`src/rtl/u8u16_pkg.sv`:
```
// ----------------------------------------------------------------------------
// u8u16_pkg
// Shared types, constants and helpers of the UTF-8 to UTF-16LE converter.
// ----------------------------------------------------------------------------
package u8u16_pkg;

    // width of the internal saturating unit counter
    localparam int COUNT_WIDTH = 16;
    // width of the reported unit count
    localparam int UNIT_COUNT_W = 16;
    localparam int WIDE_W = COUNT_WIDTH + UNIT_COUNT_W;

    // result queue geometry
    localparam int FIFO_DEPTH = 4;
    localparam int FIFO_AW = $clog2(FIFO_DEPTH);
    localparam int FIFO_CW = $clog2(FIFO_DEPTH + 1);

    // kinds of result item
    typedef enum logic [1:0] {
        KIND_UNIT = 2'd0,
        KIND_TERM = 2'd1,
        KIND_OK   = 2'd2,
        KIND_ERR  = 2'd3
    } kind_t;

    typedef struct packed {
        kind_t                    kind;
        logic [15:0]              code_unit;
        logic [UNIT_COUNT_W-1:0]  unit_count;
        logic                     last;
    } result_t;

    // up to two results produced by one byte
    typedef struct packed {
        logic [1:0] num;
        result_t    first;
        result_t    second;
    } push_t;

    // clamp the internal count to the reported width
    function automatic logic [UNIT_COUNT_W-1:0] count_out(
        input logic [COUNT_WIDTH-1:0] cnt
    );
        logic [WIDE_W-1:0] wide;
        logic [WIDE_W-1:0] lim;
        begin
            wide = WIDE_W'(cnt);
            lim  = WIDE_W'({UNIT_COUNT_W{1'b1}});
            if (wide > lim)
            begin
                count_out = {UNIT_COUNT_W{1'b1}};
            end
            else
            begin
                count_out = wide[UNIT_COUNT_W-1:0];
            end
        end
    endfunction

endpackage

```
`src/rtl/u8u16_byte_if.sv`:
```
// ----------------------------------------------------------------------------
// u8u16_byte_if
// Input channel: one UTF-8 byte per item.
// ----------------------------------------------------------------------------
interface u8u16_byte_if;
    logic       valid;
    logic       ready;
    logic [7:0] text_byte;

    modport source (output valid, output text_byte, input ready);
    modport sink   (input valid, input text_byte, output ready);
endinterface

```
`src/rtl/u8u16_result_if.sv`:
```
// ----------------------------------------------------------------------------
// u8u16_result_if
// Output channel: code units, terminator and end results.
// ----------------------------------------------------------------------------
interface u8u16_result_if;
    logic        valid;
    logic        ready;
    logic [1:0]  kind;
    logic [15:0] code_unit;
    logic [15:0] unit_count;
    logic        last;

    modport source (output valid, output kind, output code_unit, output unit_count,
                    output last, input ready);
    modport sink   (input valid, input kind, input code_unit, input unit_count,
                    input last, output ready);
endinterface

```
`src/rtl/u8u16_cfg_if.sv`:
```
// ----------------------------------------------------------------------------
// u8u16_cfg_if
// Configuration write channel for the append_terminator register.
// ----------------------------------------------------------------------------
interface u8u16_cfg_if;
    logic valid;
    logic ready;
    logic append_terminator;

    modport source (output valid, output append_terminator, input ready);
    modport sink   (input valid, input append_terminator, output ready);
endinterface

```
`src/rtl/u8u16_decode.sv`:
```
// ----------------------------------------------------------------------------
// u8u16_decode
// Input register, UTF-8 decode state and result generation for one byte.
// ----------------------------------------------------------------------------
module u8u16_decode (
    input  logic                    clk,
    input  logic                    rst_n,
    u8u16_byte_if.sink              byte_chan,
    u8u16_cfg_if.sink               cfg,
    input  logic                    room,
    output u8u16_pkg::push_t        push
);

    logic [7:0]                         byte_reg;
    logic                               byte_valid_reg;
    logic                               term_reg;
    logic [1:0]                         pending_reg, pending_next;
    logic [9:0]                         partial_reg, partial_next;
    logic [u8u16_pkg::COUNT_WIDTH-1:0]  units_reg, units_next;
    logic                               error_reg, error_next;
    logic                               consume;
    logic                               emit;
    logic [15:0]                        emit_unit;
    logic                               fail;
    u8u16_pkg::result_t                 end_res;

    assign consume         = byte_valid_reg & room;
    assign byte_chan.ready = ~byte_valid_reg | consume;
    assign cfg.ready       = 1'b1;

    // input register
    always_ff @(posedge clk or negedge rst_n)
    begin
        if (!rst_n)
        begin
            byte_valid_reg <= 1'b0;
        end
        else if (byte_chan.ready)
        begin
            byte_valid_reg <= byte_chan.valid;
        end
    end

    always_ff @(posedge clk)
    begin
        if (byte_chan.valid && byte_chan.ready)
        begin
            byte_reg <= byte_chan.text_byte;
        end
    end

    // configuration register
    always_ff @(posedge clk or negedge rst_n)
    begin
        if (!rst_n)
        begin
            term_reg <= 1'b0;
        end
        else if (cfg.valid)
        begin
            term_reg <= cfg.append_terminator;
        end
    end

    // decode of the held byte
    always_comb
    begin
        pending_next = pending_reg;
        partial_next = partial_reg;
        units_next   = units_reg;
        error_next   = error_reg;
        emit         = 1'b0;
        emit_unit    = 16'h0000;
        fail         = 1'b0;
        end_res      = '0;
        push         = '0;

        if (byte_reg == 8'h00)
        begin
            fail              = error_reg | (pending_reg != 2'd0);
            if (fail)
            begin
                end_res.kind = u8u16_pkg::KIND_ERR;
            end
            else
            begin
                end_res.kind = u8u16_pkg::KIND_OK;
            end
            end_res.code_unit = 16'h0000;
            end_res.unit_count = u8u16_pkg::count_out(units_reg);
            end_res.last      = 1'b1;
            if (!fail && term_reg)
            begin
                push.num              = 2'd2;
                push.first.kind       = u8u16_pkg::KIND_TERM;
                push.first.code_unit  = 16'h0000;
                push.first.unit_count = u8u16_pkg::count_out(units_reg);
                push.first.last       = 1'b0;
                push.second           = end_res;
            end
            else
            begin
                push.num   = 2'd1;
                push.first = end_res;
            end
            pending_next = 2'd0;
            partial_next = '0;
            units_next   = '0;
            error_next   = 1'b0;
        end
        else if (!error_reg)
        begin
            if (pending_reg == 2'd0)
            begin
                // lead byte
                if (!byte_reg[7])
                begin
                    emit      = 1'b1;
                    emit_unit = {8'h00, byte_reg};
                end
                else if (byte_reg[7:5] == 3'b110)
                begin
                    pending_next = 2'd1;
                    partial_next = {5'b0, byte_reg[4:0]};
                end
                else if (byte_reg[7:4] == 4'b1110)
                begin
                    pending_next = 2'd2;
                    partial_next = {6'b0, byte_reg[3:0]};
                end
                else
                begin
                    fail = 1'b1;
                end
            end
            else if (byte_reg[7:6] != 2'b10)
            begin
                fail = 1'b1;
            end
            else if (pending_reg == 2'd1)
            begin
                emit         = 1'b1;
                emit_unit    = {partial_reg, byte_reg[5:0]};
                pending_next = 2'd0;
                partial_next = '0;
            end
            else
            begin
                partial_next = {partial_reg[3:0], byte_reg[5:0]};
                pending_next = pending_reg - 2'd1;
            end

            if (fail)
            begin
                error_next   = 1'b1;
                pending_next = 2'd0;
                partial_next = '0;
            end

            // saturating count and unit result
            if (emit)
            begin
                if (units_reg != {u8u16_pkg::COUNT_WIDTH{1'b1}})
                begin
                    units_next = units_reg + 1'b1;
                end
                push.num              = 2'd1;
                push.first.kind       = u8u16_pkg::KIND_UNIT;
                push.first.code_unit  = emit_unit;
                push.first.unit_count = u8u16_pkg::count_out(units_next);
                push.first.last       = 1'b0;
            end
        end

        if (!consume)
        begin
            push.num = 2'd0;
        end
    end

    // decode state
    always_ff @(posedge clk or negedge rst_n)
    begin
        if (!rst_n)
        begin
            pending_reg <= 2'd0;
            partial_reg <= '0;
            units_reg   <= '0;
            error_reg   <= 1'b0;
        end
        else if (consume)
        begin
            pending_reg <= pending_next;
            partial_reg <= partial_next;
            units_reg   <= units_next;
            error_reg   <= error_next;
        end
    end

endmodule

```
`src/rtl/u8u16_fifo.sv`:
```
// ----------------------------------------------------------------------------
// u8u16_fifo
// Small result queue taking up to two items per cycle, one out per cycle when ready.
// ----------------------------------------------------------------------------
module u8u16_fifo (
    input  logic                clk,
    input  logic                rst_n,
    input  u8u16_pkg::push_t    push,
    output logic                room,
    u8u16_result_if.source      unit_chan
);

    u8u16_pkg::result_t                 mem_reg [u8u16_pkg::FIFO_DEPTH];
    logic [u8u16_pkg::FIFO_AW-1:0]      wr_ptr_reg, wr_ptr_next;
    logic [u8u16_pkg::FIFO_AW-1:0]      rd_ptr_reg;
    logic [u8u16_pkg::FIFO_CW-1:0]      count_reg, count_next;
    logic                               pop;
    u8u16_pkg::result_t                 head;

    // room for two items regardless of the read side
    assign room = count_reg <= u8u16_pkg::FIFO_CW'(u8u16_pkg::FIFO_DEPTH - 2);
    assign pop  = unit_chan.valid & unit_chan.ready;

    assign wr_ptr_next = wr_ptr_reg + u8u16_pkg::FIFO_AW'(push.num);
    assign count_next  = count_reg + u8u16_pkg::FIFO_CW'(push.num)
                         - u8u16_pkg::FIFO_CW'(pop);

    // storage
    always_ff @(posedge clk)
    begin
        if (push.num != 2'd0)
        begin
            mem_reg[wr_ptr_reg] <= push.first;
        end
        if (push.num == 2'd2)
        begin
            mem_reg[wr_ptr_reg + 1'b1] <= push.second;
        end
    end

    // pointers and fill level
    always_ff @(posedge clk or negedge rst_n)
    begin
        if (!rst_n)
        begin
            wr_ptr_reg <= '0;
            rd_ptr_reg <= '0;
            count_reg  <= '0;
        end
        else
        begin
            wr_ptr_reg <= wr_ptr_next;
            count_reg  <= count_next;
            if (pop)
            begin
                rd_ptr_reg <= rd_ptr_reg + 1'b1;
            end
        end
    end

    // head of queue drives the output channel
    assign head                 = mem_reg[rd_ptr_reg];
    assign unit_chan.valid      = count_reg != '0;
    assign unit_chan.kind       = head.kind;
    assign unit_chan.code_unit  = head.code_unit;
    assign unit_chan.unit_count = head.unit_count;
    assign unit_chan.last       = head.last;

endmodule

```
`src/rtl/utf8_to_utf16le_converter.sv`:
```
// Path: an accepted byte is held in the input register, then pushed into the output
// queue once the queue has room; its first result is offered from the queue head.
// Throughput: one byte per cycle while the queue has room for two; a string end with
// terminator yields two results, so the output queue (four entries) absorbs the extra item.
// Sustained rate: one result per cycle while ready, set by the single-entry read.
// Reset (rst_n low, asynchronous) clears decode state, the terminator option,
// the input register and the output queue; no clearing pass is needed.
// ----------------------------------------------------------------------------
// utf8_to_utf16le_converter
// UTF-8 byte stream to UTF-16LE code units (basic multilingual plane).
// ----------------------------------------------------------------------------
module utf8_to_utf16le_converter (
    input  logic            clk,
    input  logic            rst_n,
    u8u16_byte_if.sink      byte_chan,
    u8u16_result_if.source  unit_chan,
    u8u16_cfg_if.sink       cfg
);

    u8u16_pkg::push_t push;
    logic             room;

    // byte decode
    u8u16_decode u_decode (
        .clk       (clk),
        .rst_n     (rst_n),
        .byte_chan (byte_chan),
        .cfg       (cfg),
        .room      (room),
        .push      (push)
    );

    // result queue
    u8u16_fifo u_fifo (
        .clk       (clk),
        .rst_n     (rst_n),
        .push      (push),
        .room      (room),
        .unit_chan (unit_chan)
    );

endmodule

```
`src/flat_wrapper.sv`:
```
// flat-port wrapper written by rule: the top's interface ports become plain ports
module utf8_to_utf16le_converter_flat 
  (clk, rst_n, byte_chan_valid, byte_chan_text_byte, byte_chan_ready, unit_chan_valid, unit_chan_kind, unit_chan_code_unit, unit_chan_unit_count, unit_chan_last, unit_chan_ready, cfg_valid, cfg_append_terminator, cfg_ready);
  u8u16_byte_if byte_chan_i ();
  u8u16_result_if unit_chan_i ();
  u8u16_cfg_if cfg_i ();
  input  logic clk;
  input  logic rst_n;
  input wire logic [$bits(byte_chan_i.valid)-1:0] byte_chan_valid;
  input wire logic [$bits(byte_chan_i.text_byte)-1:0] byte_chan_text_byte;
  output wire logic [$bits(byte_chan_i.ready)-1:0] byte_chan_ready;
  output wire logic [$bits(unit_chan_i.valid)-1:0] unit_chan_valid;
  output wire logic [$bits(unit_chan_i.kind)-1:0] unit_chan_kind;
  output wire logic [$bits(unit_chan_i.code_unit)-1:0] unit_chan_code_unit;
  output wire logic [$bits(unit_chan_i.unit_count)-1:0] unit_chan_unit_count;
  output wire logic [$bits(unit_chan_i.last)-1:0] unit_chan_last;
  input wire logic [$bits(unit_chan_i.ready)-1:0] unit_chan_ready;
  input wire logic [$bits(cfg_i.valid)-1:0] cfg_valid;
  input wire logic [$bits(cfg_i.append_terminator)-1:0] cfg_append_terminator;
  output wire logic [$bits(cfg_i.ready)-1:0] cfg_ready;
  assign byte_chan_i.valid = byte_chan_valid;
  assign byte_chan_i.text_byte = byte_chan_text_byte;
  assign byte_chan_ready = byte_chan_i.ready;
  assign unit_chan_valid = unit_chan_i.valid;
  assign unit_chan_kind = unit_chan_i.kind;
  assign unit_chan_code_unit = unit_chan_i.code_unit;
  assign unit_chan_unit_count = unit_chan_i.unit_count;
  assign unit_chan_last = unit_chan_i.last;
  assign unit_chan_i.ready = unit_chan_ready;
  assign cfg_i.valid = cfg_valid;
  assign cfg_i.append_terminator = cfg_append_terminator;
  assign cfg_ready = cfg_i.ready;
  utf8_to_utf16le_converter u_core (.clk(clk), .rst_n(rst_n), .byte_chan(byte_chan_i), .unit_chan(unit_chan_i), .cfg(cfg_i));
endmodule
```
`config.mk`:
```
export PLATFORM = sky130hd
export DESIGN_NAME = utf8_to_utf16le_converter_flat
export DESIGN_NICKNAME = d
export VERILOG_FILES = /design/src/rtl/u8u16_pkg.sv /design/src/rtl/u8u16_byte_if.sv /design/src/rtl/u8u16_result_if.sv /design/src/rtl/u8u16_cfg_if.sv /design/src/rtl/u8u16_decode.sv /design/src/rtl/u8u16_fifo.sv /design/src/rtl/utf8_to_utf16le_converter.sv /design/src/flat_wrapper.sv
export SDC_FILE = /design/constraint.sdc
export NUM_CORES = 1
export LEC_CHECK = 0
export ABC_AREA = 1
export ABC_CLOCK_PERIOD_IN_PS = 8200
export BUFFER_PORTS_ARGS = -buffer_cell sky130_fd_sc_hd__buf_2
export CORE_ASPECT_RATIO = 0.6
export CORE_MARGIN = 2
export CORE_UTILIZATION = 51
export DETAILED_ROUTE_END_ITERATION = 16
export HOLD_SLACK_MARGIN = 0.03
export PLACE_DENSITY = 0.69
export SYNTH_ARGS = -nofsm -noshare
export SYNTH_HDL_FRONTEND = slang
export SYNTH_SLANG_ARGS = --single-unit
```
`constraint.sdc`:
```
create_clock -name clk -period 8.2 [get_ports clk]
set_input_delay 1.23 -clock clk [delete_from_list [all_inputs] [get_ports clk]]
set_output_delay 1.23 -clock clk [all_outputs]
set_load 0.01 [all_outputs]
```
[After elaboration in Yosys (flattened, before gate mapping)]
Memories as Yosys holds them, arrays and structs flattened.
Index checks and enable logic that the tools add are counted.
Operators by class
  muxes and demuxes: 54
  reduce and logical (&&, ||, !) cells: 11
  $add $sub $neg: 7
  bitwise operators: 5
  equal/unequal tests: 10
  $lt $le $gt $ge: 1
Operators with widths (count)
  two-way mux 16 bit: 7
  two-way mux 10 bit: 9
  two-way mux 37 bit: 2
  two-way mux 36 bit: 2
  two-way mux 35 bit: 2
  two-way mux 1 bit: 21
  two-way mux 2 bit: 10
  adder 16 x 1 -> 16 bit, second input constant: 1
  != test 16 bit, second input constant: 1
  zero test 8 bit: 1
  != test 4 x 3 -> 1 bit, second input constant: 2
  two-way mux 7 bit: 1
  nonzero test 2 bit: 3
  != test 5 x 2 -> 1 bit, second input constant: 1
  AND reduction 5 bit: 1
  adder 2 x 1 -> 2 bit, second input constant: 2
  equality test 4 bit, second input constant: 1
  adder 3 x 2 -> 3 bit: 1
  equality test 3 bit, second input constant: 1
  less-or-equal comparator 3 x 2 -> 1 bit, second input constant: 1
  AND reduction 3 bit: 1
  nonzero test 3 bit: 1
  subtractor 3 x 1 -> 3 bit: 1
  adder 2 bit: 1
  other kinds (11): 14
Word-level totals
  bits in registers: 46
  memories kept: 1
  RAM bits: 140
  logic and storage cells: 99
Memory list
  u_core.u_fifo.mem_reg: words 4, width 35, rd ports 1, clocked after Yosys merged registers in 0, write ports 2, line u8u16_fifo.sv:13  | u8u16_pkg::result_t mem_reg [u8u16_pkg::FIFO_DEPTH];

[Depth between registers and ports, before layout]
  depth after elaboration: 13
  depth in mapped cells: 17
  mapped depth without buffers: 16

[By module]
From an unflattened synthesis, not the netlist that was laid out.
Second synthesis, totals
  cells, all modules: 1375
  area, all modules: 10751.6 µm²
By module, submodules not included
  u8u16_fifo: area each 8000.2 µm², cells an instance 969, instances 1
  u8u16_decode: area each 2751.4 µm², cells an instance 406, instances 1

[Least setup slack after synthesis]
OpenSTA, ideal clock, no wires.
  path kind: register to register
  start point: register u_core.u_decode.pending_reg[0]
  end point: register u_core.u_fifo.count_reg[2] (netlist name)
  required time: 8071 ps
  stages on the path, launching flop included: 18
  setup time: 129 ps
  buffers on the path: 1
  setup slack: 5267 ps
  clock period less this slack: 2933 ps
  arrival: 2805 ps
  path through: dfrtp_1 > inv_1 > ha_1 > inv_2 > nand2_1 > nand4_4 > o21ai_2 > buf_2 > inv_1 > nor2_1 > inv_1 > ha_1 > inv_1 > ha_1 > inv_1 > fa_1 > xnor2_1 > xor2_1
Between the ends
  cells in the longest elaborated chain, start to end: 12
  elaborated cells between the ends (all ways): 18
RTL lines
  start, declared: line u8u16_decode.sv:17  | logic [1:0] pending_reg, pending_next;
  start signal, assigned: line u8u16_decode.sv:193  | pending_reg <= pending_next;
  equality test 2 x 1 -> 1 bit: line u8u16_decode.sv:140  | else if (pending_reg == 2'd1)
  two-way mux 1 bit: line u8u16_decode.sv:140
  two-way mux 1 bit: line u8u16_decode.sv:136  | else if (byte_reg[7:6] != 2'b10)
  two-way mux 1 bit: line u8u16_decode.sv:113  | if (pending_reg == 2'd0)
  two-way mux 1 bit: line u8u16_decode.sv:111  | else if (!error_reg)
  two-way mux 1 bit: line u8u16_decode.sv:78  | if (byte_reg == 8'h00)
  two-way mux 36 bit: line u8u16_decode.sv:161  | if (emit)
  two-way mux 36 bit: line u8u16_decode.sv:111
  two-way mux 37 bit *: line u8u16_decode.sv:78
  two-way mux 2 bit *: line u8u16_decode.sv:175  | if (!consume)
  adder 3 x 2 -> 3 bit *: line u8u16_fifo.sv:25  | assign count_next = count_reg + u8u16_pkg::FIFO_CW'(push.num)
  subtractor 3 x 1 -> 3 bit *: line u8u16_fifo.sv:26  | - u8u16_pkg::FIFO_CW'(pop);
  named net u_core.u_fifo.count_next (one bit): line u8u16_fifo.sv:16  | logic [u8u16_pkg::FIFO_CW-1:0] count_reg, count_next;
  end signal, assigned: line u8u16_fifo.sv:53  | count_reg <= count_next;
  end, declared: line u8u16_fifo.sv:16
Mark *: on every way through the listed nets, which the timed path passes. The rest lies on a longest branch. The select of a mux whose other input is x is not followed.
A chain may end at the register's enable or synchronous reset.

[Worst setup path in the final report]
  start point: register u_core.u_fifo.rd_ptr_reg[0] (netlist name)
  end point: output port unit_chan_code_unit[13]
Between the ends
  cells in the longest elaborated chain, start to end: 1
RTL lines
  start, declared: line u8u16_fifo.sv:15  | logic [u8u16_pkg::FIFO_AW-1:0] rd_ptr_reg;
  start signal, assigned: line u8u16_fifo.sv:56  | rd_ptr_reg <= rd_ptr_reg + 1'b1;
  memory (4 x 35 bit)
  end, declared: line flat_wrapper.sv:14  | output wire logic [$bits(unit_chan_i.code_unit)-1:0] unit_chan_code_unit;
Every way passes these cells.

==> impl_metrics.py <==
metrics = {
    "synthesis": {
        "synth_top_cell_by_area": "edfxtp_1",
        "ys_types": 38,
        "synthCells": 1225,
        "synthesis.nets": 1248,
        "postSynthAreaPerCell_um2": 7.58,
        "syn_area_mm2": 0.00928,
        "ys_top_cells_by_area": "edfxtp_1, nand2_1, dfxtp_1",
        "ys_seq_area_share_pct": 49.9,
        "yosysTopAreaCellShare_pct": 25.9,
        "ys_seq_elements": 182,
        "yosys_warnings": 0,
        "synth_edf_count": 80,
        "async_reset_ff_share_pct": 20.9,
        "synth-main-ff-cell": "edfxtp_1",
    },
    "layout": {
        "drive_above_1_share_pct": 9.78,
        "nNetsFinal": 1257,
        "final_cell_area_mm2": 0.0102,
        "area_delta_synth_final_pct": 9.42,
        "largest_register_ffs": 136,
        "antennaDiodeCount": 0,
        "stdcell_count": 1487,
    },
    "global_route": {
        "grt_pass1_vias": 7224,
        "grt.overflow.total": 0,
        "grt_max_degree": 72,
        "grt_use_total_pct": 28.4,
        "antenna_found_initial": 0,
        "grt_pass1_wl_um": 41300,
    },
    "power": {
        "finalPower_mw": 2.80,
        "p_clk_share_pct": 29.3,
        "p_int_mw": 1.75,
        "powerDensity_mw_per_mm2": 276,
        "ir_worst_vdd_v": 0.000159,
        "switchingPower_mw": 1.05,
        "pwr-share-seq_pct": 39.1,
        "combPwrFrac_pct": 31.6,
        "sw_frac_of_total_pct": 37.6,
        "p_leak_nw": 4.62,
    },
    "sta": {
        "fin_ws_ns": 4.25,
        "hold_viol": 0,
        "tightest_slew_ns": 1.21,
        "drv_slew": 0,
        "max_freq_mhz": 253,
        "setup_viol": 0,
        "fin_tns_setup_ns": 0,
        "finalCriticalPeriod_ns": 3.95,
        "grt_setup_unrepaired": "false",
        "slew_headroom_pct": 19.1,
        "period_share_pct": 48.2,
        "fin_skew_ns": 0.0102,
    },
    "die": {
        "die_area_mm2": 0.0193,
        "ios": 52,
        "rows": 38,
        "die_h_um": 109,
        "core-area_mm2": 0.0179,
        "initial_core_util_pct": 51.8,
        "die_x_um": 178,
    },
    "routing": {
        "vias_per_cell": 5.63,
        "wl_um": 26500,
        "first_pass_iters": 6,
        "drc": 0,
        "postRouteAntennaNets": 0,
        "detailroute.via_count": 8369,
        "drt_iter0_drc": 1193,
        "wl_per_cell_um": 17.8,
    },
    "setup_path": {
        "cp.required_ns": 6.97,
        "slowest_delay_ns": 0.88,
        "cpMaxStageDelayCell": "inv_2",
        "critPathKind": "register to output port",
        "crit_arrival_ns": 2.72,
        "worstPathCellList": "buf_4 > inv_2 > o21ai_0 > o22ai_1 > buf_2",
        "cp-end-kind": "output port",
        "cp-start-kind": "register",
        "crit_path_max_fanout": 71,
    },
    "cts": {
        "cts_hold_buf": 0,
        "post_cts_buffers": 0,
        "path_clk_slew_ns": 0.08,
        "cts_resized": 0,
        "clock_latency_ns": 0.44,
        "htree_levels": 4,
        "cts_tree": "yes",
        "cts.sinks": 182,
        "max-clock-path-buffers": 2,
        "cts_buffers": 17,
        "clockRootBuffer": "clkbuf_16",
    },
    "placement": {
        "dp_cells": 1455,
        "dpl-instance-area_mm2": 0.00957,
        "gp_congestion": 0.891,
        "post-place-ws_ns": 4.58,
        "dpl.hpwl_um": 17300,
        "port_buffers": 50,
    },
    "run": {
        "cap_violations": 0,
    },
    "min_path": {
        "min_path_type": "register to register",
    },
    "status": {
        "run_status": "complete, no violations",
    },
}
## layout make-up
class / count / area (µm²)
clock buffers: 18 / 450
fillers: 1650 / 7770
inverters: 81 / 304
clock inverters: 14 / 135
flip-flops and latches: 182 / 4640
repair buffers: 53 / 273
multi-input cells: 899 / 4060
well taps: 240 / 300
## cells in the final DEF, fill, tap and decap left out, drive strengths merged, types with 2 or more instances in the layout
cell / n
clkinv: 4
xor2: 9
a21oi: 7
nand4: 7
o21ai: 105
dfxtp: 64
clkbuf: 18
edfxtp: 80
nand3: 106
nor3: 20
inv: 90
buf: 53
o22ai: 39
nand2: 432
xnor2: 2
dfrtp: 38
nor2: 156
ha: 8
## worst paths after layout
check | from | endpoint | slack [ns] | depth (start not counted)
min | u_core.u_fifo.mem_reg[2][21]$_SDFFE_PP0P_ | u_core.u_fifo.mem_reg[2][21]$_SDFFE_PP0P_ | 0.47 | 2
max reg2reg | u_core.u_decode.byte_reg[5]$_DFFE_PP_ | u_core.u_fifo.mem_reg[2][5]$_DFFE_PP_ | 4.51 | 8
max | u_core.u_fifo.rd_ptr_reg[0]$_DFFE_PN0P_ | unit_chan_code_unit[13] | 4.25 | 5
min in group asynchronous | rst_n | u_core.u_decode.pending_reg[0]$_DFFE_PN0P_ | 0.91 | 1
max in group asynchronous | rst_n | u_core.u_fifo.rd_ptr_reg[0]$_DFFE_PN0P_ | 6.67 | 1
min reg2reg | u_core.u_fifo.mem_reg[2][21]$_SDFFE_PP0P_ | u_core.u_fifo.mem_reg[2][21]$_SDFFE_PP0P_ | 0.47 | 2
## Yosys cell counts (2+ instances only)
cell	count
a21oi_1	6
buf_2	18
buf_4	7
clkbuf_1	38
dfrtp_1	38
dfxtp_1	64
edfxtp_1	80
ha_1	8
inv_1	65
inv_2	16
nand2_1	422
nand2_2	6
nand2_4	4
nand3_1	105
nand4_1	5
nor2_1	153
nor3_1	20
o21ai_0	87
o21ai_1	16
o21ai_2	2
o22ai_1	39
xnor2_1	2
xor2_1	9
## stage by stage
step | hold slack [ns] | utilization, %
floorplan | 0.440 | -
global placement | 0.450 | 53.4
detailed placement | 0.455 | 53.4
CTS | 0.466 | 56.7
global route | 0.486 | 56.7
finish | 0.466 | 56.7
## per-layer routing
layer	routed length, µm	track usage (%)	up-vias	part of all wire [%]
met5	0	0	-	0
met4	170	5.34	0	0.64
met3	3410	8.86	14	13
met2	10200	36.7	457	39
met1	12700	45.5	3885	48
li1	-	-	4013	-
## power groups by stage
stage	logic (mW)	registers [mW]	clock network, mW
finish	0.884	1.10	0.822
global route	0.987	1.11	0.867
CTS	0.879	1.09	0.827
global placement	0.866	1.11	0
floorplan	0.603	1.10	0
detailed placement	0.875	1.11	0
## cells by family after synthesis
kind of cell	Yosys count	share of synthesized area (%)
DFF	182	49.9
and+or+nand+nor	722	32.2
AOI/OAI and AO/OA	156	9.18
other	1	0.0404
xor gates and xnor gates	11	1.04
adders and majority gates	9	1.29
buffers and inverters	144	6.35
## critical path: cells and delay by family (launching register included)
kind,cells,cell delay [ns]
buffers and inverters,3,1.39
flip-flops,1,0.39
AO/OA/AOI/OAI,2,0.45
No activity file was read; power rests on OpenSTA's default activity.
